--- config.mk ---
export PLATFORM = sky130hd
export DESIGN_NAME = size_class_slab_allocator_top_flat
export DESIGN_NICKNAME = d
export VERILOG_FILES = /design/src/rtl/scsa_pkg.sv /design/src/rtl/scsa_req_if.sv /design/src/rtl/scsa_res_if.sv /design/src/rtl/scsa_class_sel.sv /design/src/rtl/scsa_alloc_core.sv /design/src/rtl/size_class_slab_allocator_top.sv /design/src/flat_wrapper.sv
export SDC_FILE = /design/constraint.sdc
export NUM_CORES = 1
export LEC_CHECK = 0
export BUFFER_PORTS_ARGS = -buffer_cell sky130_fd_sc_hd__buf_2
export CELL_PAD_IN_SITES_DETAIL_PLACEMENT = 0
export CELL_PAD_IN_SITES_GLOBAL_PLACEMENT = 2
export CORE_MARGIN = 3
export CORE_UTILIZATION = 45
export DETAILED_ROUTE_END_ITERATION = 8
export GPL_TIMING_DRIVEN = 0
export PLACE_DENSITY = 0.83
export SYNTH_ARGS = -nofsm -noshare
export SYNTH_HDL_FRONTEND = slang
export SYNTH_HIERARCHICAL = 1
export SYNTH_SLANG_ARGS = --single-unit
--- constraint.sdc ---
create_clock -name i_clk -period 11.8 [get_ports i_clk]
set_input_delay 1.18 -clock i_clk [delete_from_list [all_inputs] [get_ports i_clk]]
set_output_delay 1.18 -clock i_clk [all_outputs]
set_load 0.005 [all_outputs]
--- src/rtl/scsa_pkg.sv ---
// ----------------------------------------------------------------------------
// scsa_pkg
// Shared constants, types and helper functions of the size class slab
// allocator.
// ----------------------------------------------------------------------------
package scsa_pkg;

    // Pool geometry.
    localparam int POOL_PAGES  = 256;
    localparam int PAGE_BYTES  = 4096;
    localparam int NUM_CLASSES = 7;

    // Fixed limits of the size classes.
    localparam int LARGE_LIMIT = 2048;
    localparam int MIN_OBJ     = 32;
    localparam int MIN_SHIFT   = $clog2(MIN_OBJ);
    localparam int PAGE_SHIFT  = $clog2(PAGE_BYTES);

    // Field widths of the request and result transactions.
    localparam int REQ_W    = 32;
    localparam int OFFSET_W = 20;
    localparam int CLASS_W  = 3;

    // Widths of the allocator state.
    localparam int NFP_W      = $clog2(POOL_PAGES + 1);
    localparam int PAGE_IDX_W = (POOL_PAGES > 1) ? $clog2(POOL_PAGES) : 1;
    localparam int REM_W      = $clog2(PAGE_BYTES / MIN_OBJ + 1);
    localparam int CLS_IDX_W  = (NUM_CLASSES > 1) ? $clog2(NUM_CLASSES) : 1;

    // Width wide enough for the full pool offset and for the result field.
    localparam int OFF_FULL_W = PAGE_IDX_W + PAGE_SHIFT;
    localparam int OFF_CALC_W = (OFF_FULL_W > OFFSET_W) ? OFF_FULL_W : OFFSET_W;

    // Class code reported for whole page requests and unfit sizes.
    localparam logic [CLASS_W-1:0] WHOLE_PAGE_CLASS = 3'd7;

    // Decoded request: whole page, fitting class found, class index.
    typedef struct packed {
        logic               whole;
        logic               fit;
        logic [CLASS_W-1:0] cls;
    } t_class_req;

    // One allocation result.
    typedef struct packed {
        logic                granted;
        logic [OFFSET_W-1:0] byte_offset;
        logic [CLASS_W-1:0]  size_class;
    } t_alloc_res;

    // Number of objects that one fresh page yields for a class.
    function automatic logic [REM_W-1:0] fresh_count(input logic [CLASS_W-1:0] cls);
        int unsigned count;
        count = PAGE_BYTES >> (MIN_SHIFT + int'(cls));
        return count[REM_W-1:0];
    endfunction

endpackage

--- src/rtl/scsa_req_if.sv ---
// ----------------------------------------------------------------------------
// scsa_req_if
// Request channel: valid/ready handshake carrying the requested size.
// ----------------------------------------------------------------------------
interface scsa_req_if;
    logic                        valid;
    logic                        ready;
    logic [scsa_pkg::REQ_W-1:0]  request_bytes;

    modport source (output valid, output request_bytes, input ready);
    modport sink   (input valid, input request_bytes, output ready);
endinterface

--- src/rtl/scsa_res_if.sv ---
// ----------------------------------------------------------------------------
// scsa_res_if
// Result channel: valid/ready handshake carrying one allocation result.
// ----------------------------------------------------------------------------
interface scsa_res_if;
    logic                           valid;
    logic                           ready;
    logic                           granted;
    logic [scsa_pkg::OFFSET_W-1:0]  byte_offset;
    logic [scsa_pkg::CLASS_W-1:0]   size_class;

    modport source (output valid, output granted, output byte_offset,
                    output size_class, input ready);
    modport sink   (input valid, input granted, input byte_offset,
                    input size_class, output ready);
endinterface

--- src/rtl/scsa_class_sel.sv ---
// ----------------------------------------------------------------------------
// scsa_class_sel
// Maps a request size onto the smallest size class that holds it, or flags
// a whole page request.
// ----------------------------------------------------------------------------
module scsa_class_sel (
    input  logic [scsa_pkg::REQ_W-1:0] i_request_bytes,
    output scsa_pkg::t_class_req       o_class
);

    // Sizes of zero and above the large limit take a whole page. The
    // priority compare scans from the largest class down so the smallest
    // class that holds the size wins.
    always_comb begin
        o_class.whole = (i_request_bytes == '0) ||
                        (i_request_bytes > scsa_pkg::REQ_W'(scsa_pkg::LARGE_LIMIT));
        o_class.fit   = 1'b0;
        o_class.cls   = scsa_pkg::WHOLE_PAGE_CLASS;
        for (int i = scsa_pkg::NUM_CLASSES - 1; i >= 0; i--) begin
            if (i < 8 &&
                i_request_bytes <= scsa_pkg::REQ_W'(scsa_pkg::MIN_OBJ << i)) begin
                o_class.fit = 1'b1;
                o_class.cls = scsa_pkg::CLASS_W'(i);
            end
        end
    end

endmodule

--- src/rtl/scsa_alloc_core.sv ---
// ----------------------------------------------------------------------------
// scsa_alloc_core
// Page bump pointer and per-class register file; forms the result of one
// request and updates the state when the request is taken.
// ----------------------------------------------------------------------------
module scsa_alloc_core (
    input  logic                 i_clk,
    input  logic                 i_rst_n,
    input  logic                 i_fire,
    input  scsa_pkg::t_class_req i_class,
    output scsa_pkg::t_alloc_res o_res
);

    localparam logic [scsa_pkg::NFP_W-1:0] POOL_END =
        scsa_pkg::NFP_W'(scsa_pkg::POOL_PAGES);

    logic [scsa_pkg::NFP_W-1:0]      r_nfp;
    logic [scsa_pkg::NFP_W-1:0]      n_nfp;
    logic [scsa_pkg::PAGE_IDX_W-1:0] r_page [scsa_pkg::NUM_CLASSES];
    logic [scsa_pkg::REM_W-1:0]      r_rem  [scsa_pkg::NUM_CLASSES];

    logic [scsa_pkg::CLS_IDX_W-1:0]  idx;
    logic                            exhausted;
    logic                            empty;
    logic [scsa_pkg::REM_W-1:0]      rem_cur;
    logic [scsa_pkg::REM_W-1:0]      rem_new;
    logic [scsa_pkg::PAGE_IDX_W-1:0] page_use;
    logic [scsa_pkg::OFF_CALC_W-1:0] off_full;
    logic                            upd_class;

    // Look up the selected class.
    assign idx       = i_class.cls[scsa_pkg::CLS_IDX_W-1:0];
    assign exhausted = (r_nfp >= POOL_END);
    assign rem_cur   = r_rem[idx];
    assign empty     = (rem_cur == '0);

    // Pick the page and the object index inside it.
    assign rem_new  = (empty ? scsa_pkg::fresh_count(i_class.cls) : rem_cur) -
                      scsa_pkg::REM_W'(1);
    assign page_use = empty ? r_nfp[scsa_pkg::PAGE_IDX_W-1:0] : r_page[idx];

    // Result and next bump pointer for each kind of request.
    always_comb begin
        o_res.granted     = 1'b0;
        o_res.byte_offset = '0;
        o_res.size_class  = scsa_pkg::WHOLE_PAGE_CLASS;
        off_full          = '0;
        n_nfp             = r_nfp;
        upd_class         = 1'b0;
        if (i_class.whole) begin
            if (!exhausted) begin
                off_full          = scsa_pkg::OFF_CALC_W'(r_nfp[scsa_pkg::PAGE_IDX_W-1:0])
                                    << scsa_pkg::PAGE_SHIFT;
                o_res.granted     = 1'b1;
                o_res.byte_offset = off_full[scsa_pkg::OFFSET_W-1:0];
                n_nfp             = r_nfp + scsa_pkg::NFP_W'(1);
            end
        end else if (i_class.fit) begin
            o_res.size_class = i_class.cls;
            if (!(empty && exhausted)) begin
                off_full = (scsa_pkg::OFF_CALC_W'(page_use) << scsa_pkg::PAGE_SHIFT) +
                           (scsa_pkg::OFF_CALC_W'(rem_new)
                            << (scsa_pkg::MIN_SHIFT + int'(i_class.cls)));
                o_res.granted     = 1'b1;
                o_res.byte_offset = off_full[scsa_pkg::OFFSET_W-1:0];
                upd_class         = 1'b1;
                if (empty) begin
                    n_nfp = r_nfp + scsa_pkg::NFP_W'(1);
                end
            end
        end
    end

    // Bump pointer and object counts.
    always_ff @(posedge i_clk) begin
        if (!i_rst_n) begin
            r_nfp <= '0;
            for (int i = 0; i < scsa_pkg::NUM_CLASSES; i++) begin
                r_rem[i] <= '0;
            end
        end else if (i_fire) begin
            r_nfp <= n_nfp;
            if (upd_class) begin
                r_rem[idx] <= rem_new;
            end
        end
    end

    // The page of a class is written when the class claims a fresh page.
    always_ff @(posedge i_clk) begin
        if (i_fire && upd_class && empty) begin
            r_page[idx] <= page_use;
        end
    end

`ifndef ASSERT_OFF
    // The bump pointer never passes the end of the pool.
    a_nfp_bound: assert property (@(posedge i_clk) disable iff (!i_rst_n)
        r_nfp <= POOL_END)
        else $error("bump pointer beyond pool end");

    // A failed request leaves the bump pointer alone.
    a_fail_stable: assert property (@(posedge i_clk) disable iff (!i_rst_n)
        i_fire && !o_res.granted |=> $stable(r_nfp))
        else $error("failed request moved the bump pointer");

    // A granted whole page request advances the bump pointer by one.
    a_whole_bump: assert property (@(posedge i_clk) disable iff (!i_rst_n)
        i_fire && o_res.granted && i_class.whole |=>
        r_nfp == $past(r_nfp) + scsa_pkg::NFP_W'(1))
        else $error("whole page grant did not advance bump pointer");

    // A class with objects left does not claim a new page.
    a_class_no_bump: assert property (@(posedge i_clk) disable iff (!i_rst_n)
        i_fire && !i_class.whole && i_class.fit && !empty |=> $stable(r_nfp))
        else $error("nonempty class claimed a page");
`endif

endmodule

--- src/rtl/size_class_slab_allocator_top.sv ---
// ----------------------------------------------------------------------------
// size_class_slab_allocator_top
// Slab allocator with power of two size classes over a fixed page pool.
//
//   Channel   Direction  Payload
//   i_req     in         request_bytes[31:0]
//   o_res     out        granted, byte_offset[19:0], size_class[2:0]
//
// One request is taken every cycle while ready is high; each request goes
// through the input register, then a single pass through the class select
// and the per-class register file, then the result register.
// Reset clears both valid flags, the bump pointer and all class counts; the
// class page registers are written before they are read and take no reset.
// When the result register is held by the sink, the input register holds
// too and ready drops only once both are full.
// ----------------------------------------------------------------------------
module size_class_slab_allocator_top (
    input  logic        i_clk,
    input  logic        i_rst_n,
    scsa_req_if.sink    i_req,
    scsa_res_if.source  o_res
);

    logic                       r_in_valid;
    logic [scsa_pkg::REQ_W-1:0] r_in_bytes;
    logic                       r_out_valid;
    scsa_pkg::t_alloc_res       r_out;
    logic                       stage_fire;
    scsa_pkg::t_class_req       cls_req;
    scsa_pkg::t_alloc_res       res;

    // The staged request moves on when the result register is free.
    assign stage_fire  = r_in_valid && (!r_out_valid || o_res.ready);
    assign i_req.ready = !r_in_valid || stage_fire;

    // Input register valid flag.
    always_ff @(posedge i_clk) begin
        if (!i_rst_n) begin
            r_in_valid <= 1'b0;
        end else if (i_req.valid && i_req.ready) begin
            r_in_valid <= 1'b1;
        end else if (stage_fire) begin
            r_in_valid <= 1'b0;
        end
    end

    // Input register payload.
    always_ff @(posedge i_clk) begin
        if (i_req.valid && i_req.ready) begin
            r_in_bytes <= i_req.request_bytes;
        end
    end

    // Class select.
    scsa_class_sel u_class_sel (
        .i_request_bytes (r_in_bytes),
        .o_class         (cls_req)
    );

    // Allocation state and result forming.
    scsa_alloc_core u_core (
        .i_clk   (i_clk),
        .i_rst_n (i_rst_n),
        .i_fire  (stage_fire),
        .i_class (cls_req),
        .o_res   (res)
    );

    // Result register valid flag.
    always_ff @(posedge i_clk) begin
        if (!i_rst_n) begin
            r_out_valid <= 1'b0;
        end else if (stage_fire) begin
            r_out_valid <= 1'b1;
        end else if (o_res.ready) begin
            r_out_valid <= 1'b0;
        end
    end

    // Result register payload.
    always_ff @(posedge i_clk) begin
        if (stage_fire) begin
            r_out <= res;
        end
    end

    // Drive the result channel.
    assign o_res.valid       = r_out_valid;
    assign o_res.granted     = r_out.granted;
    assign o_res.byte_offset = r_out.byte_offset;
    assign o_res.size_class  = r_out.size_class;

endmodule

--- src/flat_wrapper.sv ---
// flat-port wrapper written by rule: the top's interface ports become plain ports
module size_class_slab_allocator_top_flat 
  (i_clk, i_rst_n, i_req_valid, i_req_request_bytes, i_req_ready, o_res_valid, o_res_granted, o_res_byte_offset, o_res_size_class, o_res_ready);
  scsa_req_if i_req_i ();
  scsa_res_if o_res_i ();
  input  logic i_clk;
  input  logic i_rst_n;
  input wire logic [$bits(i_req_i.valid)-1:0] i_req_valid;
  input wire logic [$bits(i_req_i.request_bytes)-1:0] i_req_request_bytes;
  output wire logic [$bits(i_req_i.ready)-1:0] i_req_ready;
  output wire logic [$bits(o_res_i.valid)-1:0] o_res_valid;
  output wire logic [$bits(o_res_i.granted)-1:0] o_res_granted;
  output wire logic [$bits(o_res_i.byte_offset)-1:0] o_res_byte_offset;
  output wire logic [$bits(o_res_i.size_class)-1:0] o_res_size_class;
  input wire logic [$bits(o_res_i.ready)-1:0] o_res_ready;
  assign i_req_i.valid = i_req_valid;
  assign i_req_i.request_bytes = i_req_request_bytes;
  assign i_req_ready = i_req_i.ready;
  assign o_res_valid = o_res_i.valid;
  assign o_res_granted = o_res_i.granted;
  assign o_res_byte_offset = o_res_i.byte_offset;
  assign o_res_size_class = o_res_i.size_class;
  assign o_res_i.ready = o_res_ready;
  size_class_slab_allocator_top u_core (.i_clk(i_clk), .i_rst_n(i_rst_n), .i_req(i_req_i), .o_res(o_res_i));
endmodule
== Yosys cells after proc, flatten, opt, wreduce, memory -nomap -nowiden ==
Memories as Yosys holds them, arrays and structs flattened.
Index checks and enable logic that the tools add are counted.
Cells by class
  $add $sub $neg: 4
  $mul: 0
  divide/modulo/power cells: 0
  magnitude comparators: 9
  equality and inequality tests: 2
  shifts and indexed selects: 2
  mux-type cells: 35
  bitwise gates (word level): 1
  reductions and logical operators: 19
Operator list (number)
  21-bit two-way mux: 3
  9-bit two-way mux: 5
  32-bit by 12-bit greater-than comparator with 1-bit output, second input constant: 1
  32-bit by 10-bit less-or-equal comparator with 1-bit output, second input constant: 1
  32-bit by 11-bit less-or-equal comparator with 1-bit output, second input constant: 1
  32-bit by 12-bit less-or-equal comparator with 1-bit output, second input constant: 1
  32-bit by 6-bit less-or-equal comparator with 1-bit output, second input constant: 1
  32-bit by 7-bit less-or-equal comparator with 1-bit output, second input constant: 1
  32-bit by 8-bit less-or-equal comparator with 1-bit output, second input constant: 1
  32-bit by 9-bit less-or-equal comparator with 1-bit output, second input constant: 1
  32-bit zero test: 1
  13-bit by 32-bit >> shifter with 8-bit output, first input constant: 1
  4-bit two-way mux: 7
  24-bit two-way mux: 1
  8-bit two-way mux: 3
  20-bit adder: 1
  8-bit by 4-bit << shifter with 20-bit output: 1
  1-bit two-way mux: 15
  9-bit by 1-bit adder with 9-bit output, second input constant: 1
  9-bit greater-or-equal comparator, second input constant: 1
  8-bit zero test: 1
  2-bit nonzero test: 4
  8-bit OR reduction: 1
  8-bit by 1-bit subtractor with 8-bit output, second input constant: 1
  other kinds (10): 17
Word-level totals
  bits in registers: 67
  latch bits: 0
  RAM bits: 112
  bits in read-only memories: 0
  input port bits: 36
  logic and storage cells: 81
  memories kept: 2
Memory list
  u_core.u_core.r_page: words 7, bits a word 8, read ports 1, clocked after memory_dff 0, write ports 1, RTL line scsa_alloc_core.sv:19  | logic [scsa_pkg::PAGE_IDX_W-1:0] r_page [scsa_pkg::NUM_CLASSES];
  u_core.u_core.r_rem: words 7, bits a word 8, read ports 1, clocked after memory_dff 0, write ports 7, RTL line scsa_alloc_core.sv:20  | logic [scsa_pkg::REM_W-1:0] r_rem [scsa_pkg::NUM_CLASSES];

== Depth between registers and ports, before layout ==
An unclocked memory read counts as a cell.
  depth in word-level cells: 20
  gate-level depth with buffers: 31
  gate-level depth less buffers: 27

== Cells and area by module ==
Netlist, hierarchy kept.
By module, submodules not included
  scsa_alloc_core: instances 1, cells each 600, area each 6890.4 um^2, sequential area each 3703.6 um^2
  size_class_slab_allocator_top: instances 1, cells each 65, area each 1785.5 um^2, sequential area each 1721.7 um^2
  scsa_class_sel: instances 1, cells each 40, area each 244.0 um^2, sequential area each 0.0 um^2

== Least setup slack after synthesis ==
No wires, ideal clock.
  path kind: register to register
  from: register u_core/r_in_bytes[1] in the netlist's numbering
  to: register u_core.r_out, in the netlist u_core/o_res.byte_offset[19] (data pin)
  arrival time: 6261 ps
  setup slack: 5381 ps
  stages on the path, launching flop included: 28
  path buffers: 3
  period minus slack after synthesis: 6419 ps
  path through: edfxtp_1 -> or4_1 -> or3_1 -> o21ai_0 -> a2111oi_0 -> o22ai_1 -> buf_6 -> buf_6 -> mux4_2 -> mux2i_2 -> nand4_2 -> o41ai_2 -> a2111oi_1 -> xnor2_1 -> buf_2 -> nand2b_1 -> mux2_2 -> o22ai_1 -> ha_1 -> a21oi_1 -> a21boi_0 -> o21ai_0 -> a21boi_0 -> o21a_1 -> nor2_1 -> xnor2_1 -> a311o_1 -> o211ai_1
RTL lines
  start, declared: RTL line size_class_slab_allocator_top.sv:25  | logic [scsa_pkg::REQ_W-1:0] r_in_bytes;
  start signal, assigned: RTL line size_class_slab_allocator_top.sv:50  | r_in_bytes <= i_req.request_bytes;
  end signal, assigned: RTL line size_class_slab_allocator_top.sv:83  | r_out <= res;
  end, declared: RTL line size_class_slab_allocator_top.sv:27  | scsa_pkg::t_alloc_res r_out;

==> flow_summary.toml <==
[run_status]
status = "finished, final reports clean"

[die]
start_util_pct = 46.75
dieArea_um2 = 21550
fp.coreArea_um2 = 19080
ioPinCount = 62
fp.dieH_um = 146.8
num_rows = 50
die_w_um = 146.8

[sta]
worstMarginPinSlew_ps = 1214
finalSetupViolCount = 0
maxSlewHeadroom_pct = 18.23
drv_slew = 0
fin_crit_sh_pct = 66.87
tns_ps = 0
rsz0062_at_grt = "false"
finClkSkew_ps = 11.52
finalHoldViolCount = 0
min_period_ps = 7890
clock.fmax_mhz = 126.7

[detailed_routing]
vias_per_cell = 5.767
dr.first_iter.drc_count = 430
wl_per_cell_um = 20.79
vias = 6119
routed_wl_um = 22060
antenna_left = 0
drc = 0
drt-pass1-iter-count = 7

[synthesis]
syn_inst = 705
synth_largest_area_cell = "edfxtp_1"
synth_edf_count = 168
async_reset_ff_share_pct = 0
ys_warn_count = 6
synthTopCellsByCount = "edfxtp_1 (168), nor2_1 (106), nand2_1 (62)"
synth_nets = 758
ys_seq_elements = 187
synth.cell_area_um2 = 8920
synth_top_area_share_pct = 56.56
yosysSeqAreaShare_pct = 60.82
avgSynthCellArea_um2 = 12.65
ys_types = 78
synth_area_leaders = "edfxtp_1 (57%), nor2_1 (4.5%), dfxtp_1 (4.3%)"
ys.flop_type = "edfxtp_1"
yosysMostFrequentCell = "edfxtp_1"

[pwr]
seqPwrFrac_pct = 53.0
power_frac_clock_pct = 44.8
pwr_density_cell_nw_per_um2 = 136.2
internal_power_uw = 1112
switching_share_pct = 20.57
ir_worst_vdd_uv = 152.2
power.switching_uw = 287.8
p_comb_share_pct = 2.2
p_leak_uw = 0.003550

[worst_setup_path]
cpMaxStageDelayCell = "o22ai_1"
crit_start = "u_core/r_in_bytes[1]"
cpPeakStageDelay_ps = 760
critPathCaptureType = "flop"
path_class = "flop to flop"
critPathLaunchType = "flop"
required_ps = 12070
reg2reg_from = "u_core/r_in_bytes[1]"
critPathMaxFanout = 11
crit_arrival_ps = 8160

[placed_design]
io_buffer_count = 61
dpl_cell_area_um2 = 9610
dp_hpwl_um = 16020
dp_cells = 1029
gp_congestion = 0.8900

[clock_network]
cts_resized = 0
postCtsSetupBuffers = 0
cts_buffers = 17
cts_root_buffer = "clkbuf_16"
clkSinkCount = 187
clock_path_buffers = 2
htreeDepth = 4
cts_tree = "yes"
cts.clk_slew.worst_paths_ps = 70
ctsHoldBuffers = 0
worstSkewPairLatency_ps = 430

[final_layout]
finish.utilization_pct = 53.87
antenna_cells = 0
nets = 841
drive_above_1_share_pct = 19.73
stdcell_count = 1061
areaGrowthSynthToFinish_pct = 15.23
final_area_um2 = 10280

[global_route]
grt_max_degree = 33
grt.overflow.total = 0
grt_pass1_vias = 6146
antenna_found_initial = 0
grt_pass1_wl_um = 34390
grt.total_usage_pct = 20.79

[hold_path]
hold_class = "flop to flop"
hold_start = "u_core/u_core/r_rem[6][5]"

[run]
maxCapViolations = 0
==> metrics by stage <==
| stage | total power, uW | hold WS, ps | setup WS, ps |
|---|---|---|---|
| finish | 1400 | 506.1 | 3910 |
| global route | 1448 | 521.7 | 3280 |
| CTS | 1415 | 500.8 | 3960 |
| detailed placement | 788.0 | 482.4 | 3995 |
| global placement | 785.4 | 477.0 | 4115 |
| floorplan | 770.3 | 449.1 | 5381 |
==> layer usage <==
| layer | part of all wire [%] | track usage (%) | up-vias |
|---|---|---|---|
| li1 | - | - | 2839 |
| met1 | 44 | 28.34 | 3069 |
| met2 | 50 | 34.78 | 188 |
| met3 | 4.3 | 3.455 | 23 |
| met4 | 1.2 | 5.691 | 0 |
| met5 | 0 | 0 | - |
==> critical path, delay by kind of cell, from the launching register on <==
kind,cells,cell delay [ps]
AOI/OAI and AO/OA,13,3170
and+or+nand+nor,5,1570
buffers and inverters,6,1330
adders and majority gates,2,660
DFF,1,390
xor gates and xnor gates,2,310
muxes,1,300
==> worst paths after layout <==
check / to / slack, ps / cells past startpoint
max reg2reg: u_core/o_res.byte_offset[19] / 3910 / 29
min reg2reg: u_core/u_core/r_rem[6][5] / 510 / 2
max: u_core/o_res.byte_offset[19] / 3910 / 29
min: u_core/u_core/r_rem[6][5] / 510 / 2
==> kinds of logic (layout without fill, tap and decap cells) <==
family          count (synthesis)  after routing  synth area share [%]
flops                         187            187                 60.82
xor+xnor                       18             18                 1.978
buf+inv                        54            150                 2.539
simple gates                  251            251                 13.21
fa+ha+maj                      17             17                 2.469
compound gates                131            131                 10.13
mux                            47             47                 8.851
==> registers in the layout, summed over array words and instances, names as in the netlist <==
signal                    flops
u_core/o_res.byte_offset     20
u_core/o_res.granted          1
u_core/o_res.size_class       3
u_core/o_res.valid            1
u_core/r_in_bytes            32
u_core/r_in_valid             1
u_core/u_core/r_nfp           9
u_core/u_core/r_page         56
u_core/u_core/r_rem          64
==> layout by cell type, fill, tap and decap left out, types with 8 or more instances in the layout <==
master and count:
clkbuf_16 17, dfxtp_1 19, buf_2 68, nand2_1 62, xnor2_1 9, nor2_1 106
clkbuf_1 17, ha_1 16, mux4_2 16, xor2_1 8, nand3_1 17, a21oi_1 32
o22ai_1 9, nor3_1 11, edfxtp_1 168, mux2i_1 14, o21ai_0 19, inv_1 20
==> power by group through the flow <==
stage / registers [uW] / clock network (uW) / logic (uW)
2_1_floorplan: 755 / 0 / 14.9
3_3_place_gp: 756 / 0 / 29.0
3_5_place_dp: 757 / 0 / 31.1
4_1_cts: 742 / 642 / 31.1
5_1_grt: 743 / 671 / 33.6
6_report: 742 / 627 / 30.4
==> cell type report <==
class / count / area [um2]
buffer: 31 / 140.1
clock buffer: 17 / 425.4
clock inverter: 15 / 232.7
fill: 1637 / 8802
inverter: 23 / 86.33
multi-input combinational: 464 / 3308
sequential: 187 / 5425
tap: 260 / 325.3
timing repair buffer: 64 / 335.3
Power figures use the tool's default switching activity.
